## config.mk

```make
export PLATFORM = sky130hd
export DESIGN_NAME = priority_task_scheduler_with_sleep_top
export DESIGN_NICKNAME = d
export VERILOG_FILES = /design/src/pts_pkg.sv /design/src/priority_task_scheduler_with_sleep_top.sv /design/src/pts_cell.sv /design/src/pts_ctrl.sv
export SDC_FILE = /design/constraint.sdc
export NUM_CORES = 2
export LEC_CHECK = 0
export ABC_AREA = 1
export CAP_MARGIN = 20
export CORE_MARGIN = 2
export CORE_UTILIZATION = 30
export CTS_CLUSTER_SIZE = 24
export DETAILED_ROUTE_END_ITERATION = 7
export DONT_BUFFER_PORTS = 1
export SYNTH_ARGS = -nofsm -noshare
export SYNTH_HDL_FRONTEND = slang
export SYNTH_HIERARCHICAL = 1
export SYNTH_SLANG_ARGS = --single-unit
```

## constraint.sdc

```tcl
create_clock -name i_clk -period 10.9 [get_ports i_clk]
set_input_delay 1.635 -clock i_clk [delete_from_list [all_inputs] [get_ports i_clk]]
set_output_delay 1.635 -clock i_clk [all_outputs]
set_load 0.03 [all_outputs]
```

## src/pts_pkg.sv

```systemverilog
// shared constants, payload and control types for the task scheduler
`default_nettype none
package pts_pkg;

    localparam int MAX_TASKS     = 16;
    localparam int PRIORITY_BITS = 3;
    localparam int IDX_W         = $clog2(MAX_TASKS);
    localparam int CNT_W         = $clog2(MAX_TASKS + 1);

    // operation codes
    localparam logic [1:0] OP_START  = 2'd0;
    localparam logic [1:0] OP_CREATE = 2'd1;
    localparam logic [1:0] OP_SLEEP  = 2'd2;
    localparam logic [1:0] OP_TICK   = 2'd3;

    // status codes
    localparam logic [1:0] ST_OK      = 2'd0;
    localparam logic [1:0] ST_FULL    = 2'd1;
    localparam logic [1:0] ST_ILLEGAL = 2'd2;

    // task modes
    localparam logic [1:0] MODE_RUNNABLE = 2'd0;
    localparam logic [1:0] MODE_RUNNING  = 2'd1;
    localparam logic [1:0] MODE_SLEEPING = 2'd2;

    typedef struct packed {
        logic [1:0]  operation;
        logic [2:0]  task_priority;
        logic [31:0] sleep_ticks;
    } t_in;

    typedef struct packed {
        logic [1:0]  status;
        logic [3:0]  running_task;
        logic        is_started;
        logic [31:0] tick_now;
    } t_out;

    // broadcast from the controller to every cell
    typedef struct packed {
        logic                     add;
        logic [IDX_W-1:0]         add_idx;
        logic [PRIORITY_BITS-1:0] add_pri;
        logic                     sleep_set;
        logic [IDX_W-1:0]         sleep_idx;
        logic [31:0]              wake_time;
        logic                     prep;
        logic [31:0]              tick;
        logic                     set_run;
        logic [IDX_W-1:0]         run_idx;
    } t_cmd;

    // search token handed from cell to cell
    typedef struct packed {
        logic                     go;
        logic                     found;
        logic [PRIORITY_BITS-1:0] pri;
        logic [IDX_W-1:0]         idx;
    } t_carry;

endpackage
`default_nettype wire

```

## src/priority_task_scheduler_with_sleep_top.sv

```systemverilog
// top level of the priority task scheduler: controller and row of task cells
`default_nettype none
// Fixed-priority task scheduler with sleep. Each transaction on the input
// channel is one operation (start, create, sleep, tick) and gives exactly one
// result transaction carrying status, running task, started flag and tick
// count. Start, create, refused operations and ticks before start go straight
// to the result stage. Sleep and ticks after start reschedule: a prep step
// wakes sleepers whose time is due, then a search token walks the row of
// MAX_TASKS cells at one cell per cycle. One operation is in progress at a
// time; the next is taken while a finished result still waits in the output
// register.
module priority_task_scheduler_with_sleep_top (
    input  wire logic          i_clk,
    input  wire logic          i_rst_n,
    input  wire logic          i_in_valid,
    output logic               o_in_stall,
    input  wire pts_pkg::t_in  i_in,
    output logic               o_out_valid,
    input  wire logic          i_out_stall,
    output pts_pkg::t_out      o_out
);

    pts_pkg::t_cmd                  w_cmd;
    pts_pkg::t_carry                w_carry [pts_pkg::MAX_TASKS+1];
    logic [pts_pkg::MAX_TASKS-1:0]  w_used;
    logic                           w_inject;

    pts_ctrl u_ctrl (
        .i_clk       (i_clk),
        .i_rst_n     (i_rst_n),
        .i_in_valid  (i_in_valid),
        .o_in_stall  (o_in_stall),
        .i_in        (i_in),
        .o_out_valid (o_out_valid),
        .i_out_stall (i_out_stall),
        .o_out       (o_out),
        .i_used      (w_used),
        .i_chain_end (w_carry[pts_pkg::MAX_TASKS]),
        .o_inject    (w_inject),
        .o_cmd       (w_cmd)
    );

    // fresh token enters the first cell
    always_comb begin
        w_carry[0].go    = w_inject;
        w_carry[0].found = 1'b0;
        w_carry[0].pri   = '0;
        w_carry[0].idx   = '0;
    end

    // row of task cells
    for (genvar g = 0; g < pts_pkg::MAX_TASKS; g++) begin : g_cell
        pts_cell u_cell (
            .i_clk   (i_clk),
            .i_rst_n (i_rst_n),
            .i_idx   (pts_pkg::IDX_W'(g)),
            .i_cmd   (w_cmd),
            .i_carry (w_carry[g]),
            .o_used  (w_used[g]),
            .o_carry (w_carry[g+1])
        );
    end

endmodule
`default_nettype wire

```

## src/pts_cell.sv

```systemverilog
// one task table entry with its stage of the priority search chain
`default_nettype none
module pts_cell (
    input  wire logic                   i_clk,
    input  wire logic                   i_rst_n,
    input  wire logic [pts_pkg::IDX_W-1:0] i_idx,
    input  wire pts_pkg::t_cmd          i_cmd,
    input  wire pts_pkg::t_carry        i_carry,
    output logic                        o_used,
    output pts_pkg::t_carry             o_carry
);

    logic                              r_used;
    logic [pts_pkg::PRIORITY_BITS-1:0] r_pri;
    logic [1:0]                        r_mode;
    logic [31:0]                       r_wake;
    pts_pkg::t_carry                   r_carry;

    logic [1:0]      n_mode;
    pts_pkg::t_carry n_carry;
    logic            w_cand;

    // mode update: create, sleep, wake-up pass, then selection of the winner
    always_comb begin
        n_mode = r_mode;
        if (i_cmd.add && i_cmd.add_idx == i_idx) begin
            n_mode = pts_pkg::MODE_RUNNABLE;
        end
        if (i_cmd.sleep_set && i_cmd.sleep_idx == i_idx) begin
            n_mode = pts_pkg::MODE_SLEEPING;
        end
        if (i_cmd.prep && r_used) begin
            if (r_mode == pts_pkg::MODE_RUNNING) begin
                n_mode = pts_pkg::MODE_RUNNABLE;
            end else if (r_mode == pts_pkg::MODE_SLEEPING && i_cmd.tick >= r_wake) begin
                n_mode = pts_pkg::MODE_RUNNABLE;
            end
        end
        if (i_cmd.set_run && i_cmd.run_idx == i_idx) begin
            n_mode = pts_pkg::MODE_RUNNING;
        end
    end

    // search step: take over the token when strictly better
    always_comb begin
        w_cand = i_carry.go && r_used && r_mode == pts_pkg::MODE_RUNNABLE &&
                 (!i_carry.found || r_pri > i_carry.pri);
        n_carry = i_carry;
        if (w_cand) begin
            n_carry.found = 1'b1;
            n_carry.pri   = r_pri;
            n_carry.idx   = i_idx;
        end
    end

    // control bits and search token
    always_ff @(posedge i_clk) begin
        if (!i_rst_n) begin
            r_used  <= 1'b0;
            r_carry <= '0;
        end else begin
            if (i_cmd.add && i_cmd.add_idx == i_idx) begin
                r_used <= 1'b1;
            end
            r_carry <= n_carry;
        end
    end

    // entry payload
    always_ff @(posedge i_clk) begin
        r_mode <= n_mode;
        if (i_cmd.add && i_cmd.add_idx == i_idx) begin
            r_pri  <= i_cmd.add_pri;
            r_wake <= 32'd0;
        end
        if (i_cmd.sleep_set && i_cmd.sleep_idx == i_idx) begin
            r_wake <= i_cmd.wake_time;
        end
    end

    assign o_used  = r_used;
    assign o_carry = r_carry;

endmodule
`default_nettype wire

```

## src/pts_ctrl.sv

```systemverilog
// operation decoder, scheduler registers and result register
`default_nettype none
module pts_ctrl (
    input  wire logic                       i_clk,
    input  wire logic                       i_rst_n,
    input  wire logic                       i_in_valid,
    output logic                            o_in_stall,
    input  wire pts_pkg::t_in               i_in,
    output logic                            o_out_valid,
    input  wire logic                       i_out_stall,
    output pts_pkg::t_out                   o_out,
    input  wire logic [pts_pkg::MAX_TASKS-1:0] i_used,
    input  wire pts_pkg::t_carry            i_chain_end,
    output logic                            o_inject,
    output pts_pkg::t_cmd                   o_cmd
);

    localparam logic [2:0] S_IDLE   = 3'd0;
    localparam logic [2:0] S_PREP   = 3'd1;
    localparam logic [2:0] S_INJECT = 3'd2;
    localparam logic [2:0] S_WAIT   = 3'd3;
    localparam logic [2:0] S_FIN    = 3'd4;

    logic [2:0]                r_state;
    logic [pts_pkg::CNT_W-1:0] r_count;
    logic [pts_pkg::IDX_W-1:0] r_cur;
    logic                      r_started;
    logic [31:0]               r_tick;
    logic [1:0]                r_status;
    logic                      r_out_valid;
    pts_pkg::t_out             r_out;

    logic [2:0] n_state;
    logic [1:0] n_status;
    logic       w_accept;
    logic       w_full;
    logic       w_start_ok;
    logic       w_sleep_ok;
    logic       w_load;

    assign w_accept   = i_in_valid && !o_in_stall;
    assign w_full     = r_count == pts_pkg::CNT_W'(pts_pkg::MAX_TASKS);
    assign w_start_ok = i_in.operation == pts_pkg::OP_START && !r_started;
    assign w_sleep_ok = i_in.operation == pts_pkg::OP_SLEEP && r_started && i_used[r_cur];
    assign w_load     = r_state == S_FIN && (!r_out_valid || !i_out_stall);

    // broadcast to the cells
    always_comb begin
        o_cmd.add       = w_accept && !w_full &&
                          (w_start_ok || i_in.operation == pts_pkg::OP_CREATE);
        o_cmd.add_idx   = r_count[pts_pkg::IDX_W-1:0];
        o_cmd.add_pri   = (i_in.operation == pts_pkg::OP_START) ?
                          '0 : pts_pkg::PRIORITY_BITS'(i_in.task_priority);
        o_cmd.sleep_set = w_accept && w_sleep_ok;
        o_cmd.sleep_idx = r_cur;
        o_cmd.wake_time = r_tick + i_in.sleep_ticks;
        o_cmd.prep      = r_state == S_PREP;
        o_cmd.tick      = r_tick;
        o_cmd.set_run   = (w_accept && w_start_ok) ||
                          (r_state == S_WAIT && i_chain_end.go && i_chain_end.found);
        o_cmd.run_idx   = (r_state == S_IDLE) ? '0 : i_chain_end.idx;
    end

    // status and next state of the sequencer
    always_comb begin
        n_state  = r_state;
        n_status = r_status;
        case (r_state)
            S_IDLE: begin
                if (w_accept) begin
                    n_state  = S_FIN;
                    n_status = pts_pkg::ST_OK;
                    case (i_in.operation)
                        pts_pkg::OP_START: begin
                            if (r_started) begin
                                n_status = pts_pkg::ST_ILLEGAL;
                            end else if (w_full) begin
                                n_status = pts_pkg::ST_FULL;
                            end
                        end
                        pts_pkg::OP_CREATE: begin
                            if (w_full) begin
                                n_status = pts_pkg::ST_FULL;
                            end
                        end
                        pts_pkg::OP_SLEEP: begin
                            if (w_sleep_ok) begin
                                n_state = S_PREP;
                            end else begin
                                n_status = pts_pkg::ST_ILLEGAL;
                            end
                        end
                        default: begin
                            if (r_started) begin
                                n_state = S_PREP;
                            end
                        end
                    endcase
                end
            end
            S_PREP:   n_state = S_INJECT;
            S_INJECT: n_state = S_WAIT;
            S_WAIT: begin
                if (i_chain_end.go) begin
                    n_state = S_FIN;
                end
            end
            S_FIN: begin
                if (w_load) begin
                    n_state = S_IDLE;
                end
            end
            default: n_state = S_IDLE;
        endcase
    end

    // scheduler registers
    always_ff @(posedge i_clk) begin
        if (!i_rst_n) begin
            r_state     <= S_IDLE;
            r_count     <= '0;
            r_cur       <= '0;
            r_started   <= 1'b0;
            r_tick      <= 32'd0;
            r_out_valid <= 1'b0;
        end else begin
            r_state <= n_state;
            if (o_cmd.add) begin
                r_count <= r_count + 1'b1;
            end
            if (w_accept && w_start_ok) begin
                r_started <= 1'b1;
                r_cur     <= '0;
            end
            if (w_accept && i_in.operation == pts_pkg::OP_TICK) begin
                r_tick <= r_tick + 32'd1;
            end
            if (r_state == S_WAIT && i_chain_end.go && i_chain_end.found) begin
                r_cur <= i_chain_end.idx;
            end
            if (w_load) begin
                r_out_valid <= 1'b1;
            end else if (!i_out_stall) begin
                r_out_valid <= 1'b0;
            end
        end
    end

    // status and result payload
    always_ff @(posedge i_clk) begin
        r_status <= n_status;
        if (w_load) begin
            r_out.status       <= r_status;
            r_out.running_task <= 4'(r_cur);
            r_out.is_started   <= r_started;
            r_out.tick_now     <= r_tick;
        end
    end

    assign o_in_stall  = r_state != S_IDLE;
    assign o_out_valid = r_out_valid;
    assign o_out       = r_out;
    assign o_inject    = r_state == S_INJECT;

endmodule
`default_nettype wire

```

==> impl_results.md <==
* Drt first pass iters at 6
* Die Y at between 400 and 500 um
* Port Buffers at 0
* RSZ-0062 raised after global routing: false
* Maximum number of pins on one net before global-route repair at about 180
* Post-layout net count at 7027
* H-tree level count at 3
* Crit path DAT at about 5.0 ns
* First-pass GRT wire length at 231000 um
* Fin Setup TNS at 0 ns
* Sequential share of power at 0.496
* Setup bufs post-CTS at 0
* Synth Area per Inst at between 8 and 9 um2
* Worst Path Class, Setup: input pin to flip-flop
* Per-cell routed wire length at approximately 18 um
* Sw frac at 0.253
* Number of global-route vias before repair at 38472
* Clock slew at reported path FFs at around 0.07 ns
* Fin Hold WS at ~0.39 ns
* Maxcap violations at 0
* Tmin final at between 4 and 5 ns
* Syn. warnings at 6
* Area Overhead vs Synth at 13.0%
* Share of cells above drive strength 1 at 0.0667
* Site Rows at around 150
* Syn Inst Count at approximately 6100
* Pins Over Slew Limit at 0
* Power per cell area at ~120 nW/um2
* Post-detail-place hpwl at between 90000 and 100000 um
* Cell Area, Synth at roughly 51000 um2
* Max-Slew Margin vs Limit at 0.202
* CP Capture Type: flip-flop
* Initial antenna violation count at 0
* Clock share of power at 0.436
* Startpoint types: input pin
* DRC at 0
* Clock Path Buffers at 3
* Critical path fanouts, max at 16
* PostCTS Resize Cnt at 0
* Part of the power in combinational logic at 0.068
* CP Data Required Time at roughly 11 ns
* Filler cells at around 17000
* Root buf cell: clkbuf_16
* Hold Buf Count CTS at 0
* NetSw at around 1800 uW
* Total Die Area at about 170000 um2
* Setup-failing EPs final at 0
* GRT Overall Usage at 0.176
* Routed wire length at 155000 um
* Final RePlAce weighted congestion at just over 0.9
* Initial core utilization at 0.302
* Peak supply drop at 110 uV
* CTS tree: yes
* Pint at around 5300 uW
* Starting DRT DRC Count at roughly 3200
* Core area at 170000 um2
* Post-route ant nets at 0
* Maximum clock rate at roughly 220 MHz
* Number of placed I/O pins at 82
* Drt via density at between 4 and 5
* Status: complete, no violations
* Tot Pwr at a little over 7000 uW
* Total CTS buffers at 93
* Slew at the pin with the worst max-slew slack at 1.19 ns
* Tcrit/Tclk final at 0.415
* Skew-Pair Late Insertion Delay at 0.72 ns
* Leak Pwr at roughly 0.03 uW
* Fin. Hold Viols at 0
* Hold Path Class: flip-flop to flip-flop
* Die W at around 420 um
* Final clock skew at 0.0324 ns
* GR Overflow Total at 0
* CTS sink count at 836
* DR vias at between 40000 and 50000
-- power groups by stage --
stage,logic [uW],clock network [uW],registers [uW]
floorplan,283,0,3570
global placement,464,0,3580
detailed placement,473,0,3580
CTS,475,3150,3510
global route,530,3270,3520
finish,484,3080,3510
-- through the flow --
step                std cells  utilization  setup WS [ns]  instance area [um2]
floorplan                6283            -           6.97                51800
finish                   8684        0.342           6.38                58000
global route             8683        0.342           6.28                58000
CTS                      8683        0.342           6.49                58000
global placement         8514        0.325           5.63                55100
detailed placement       8514        0.325           5.74                55100
-- placed cells by master, fill, tap and decap left out, types with 19 or more instances in the layout --
cell       count
a21oi_2       32
dfxtp_1      233
inv_2         36
ha_1         593
nand2_1     1058
nand4_1       25
nor3_1        25
o21ai_0      224
a21o_1        34
conb_1       138
a21oi_1      405
o21a_1        69
clkbuf_1      27
edfxtp_1     601
xnor2_1       54
clkbuf_16     95
nand3_1      121
nor2_1       822
o22ai_1       52
nand3_4       19
buf_4         87
inv_1       1440
nor2_2        76
o21ai_1       24
-- worst max-delay path: stages --
cell     delay (ns)
ha_2           0.17
fa_2           0.39
nand2_1        0.09
nand3_1        0.07
o21ai_1        0.33
inv_1          0.13
a21oi_1        0.41
o21ai_1        0.25
nand2_1        0.11
nand2_1        0.15
nand2_1        0.12
nand2_1        0.05
nand2_1        0.05
nand2_1        0.69
inv_1          0.23
nor2_1         0.07
-- area by class of cell --
class                           instances  area (um2)  area share
Antenna cell                            1        2.50   0.0000432
Tap cell                             2218        2780      0.0479
Clock buffer                          131        2590      0.0447
Inverter                             1478        5550      0.0957
Sequential cell                       836       22800       0.392
Timing Repair Buffer                   87         653      0.0113
Multi-Input combinational cell       3895       23300       0.402
Clock inverter                         38         322     0.00555
-- routing by layer --
metal	track usage	vias up	wire length [um]
li1	-	19872	-
met1	0.209	18780	62800
met2	0.317	1101	77100
met3	0.0212	317	8500
met4	0.0757	0	6480
met5	0	-	0
-- registers in the layout, summed over array words and instances (netlist names), 2 cells and up --
| name | cells |
|---|---|
| g_cell.u_cell/r_wake | 512 |
| g_cell.u_cell/o_carry | 141 |
| g_cell.u_cell/r_pri | 48 |
| u_ctrl/o_out | 39 |
| g_cell.u_cell/r_mode | 32 |
| u_ctrl/r_tick | 32 |
| g_cell.u_cell/o_used | 16 |
| u_ctrl/r_count | 5 |
| u_ctrl/r_cur | 4 |
| u_ctrl/r_state | 3 |
| u_ctrl/r_status | 2 |
-- path summary, 6_finish.rpt --
| check | startpoint | to | slack, ns | depth (start not counted) |
|---|---|---|---|---|
| hold / removal | g_cell[5].u_cell/o_carry[8] | g_cell[6].u_cell/o_carry[8] | 0.39 | 2 |
| hold reg to reg | g_cell[5].u_cell/o_carry[8] | g_cell[6].u_cell/o_carry[8] | 0.39 | 2 |
| setup / recovery | i_in[0] | g_cell[6].u_cell/r_wake[28] | 6.38 | 16 |
| setup reg to reg | u_ctrl/r_tick[0] | g_cell[6].u_cell/r_wake[28] | 6.61 | 17 |
No activity file was read; power rests on OpenSTA's default activity.
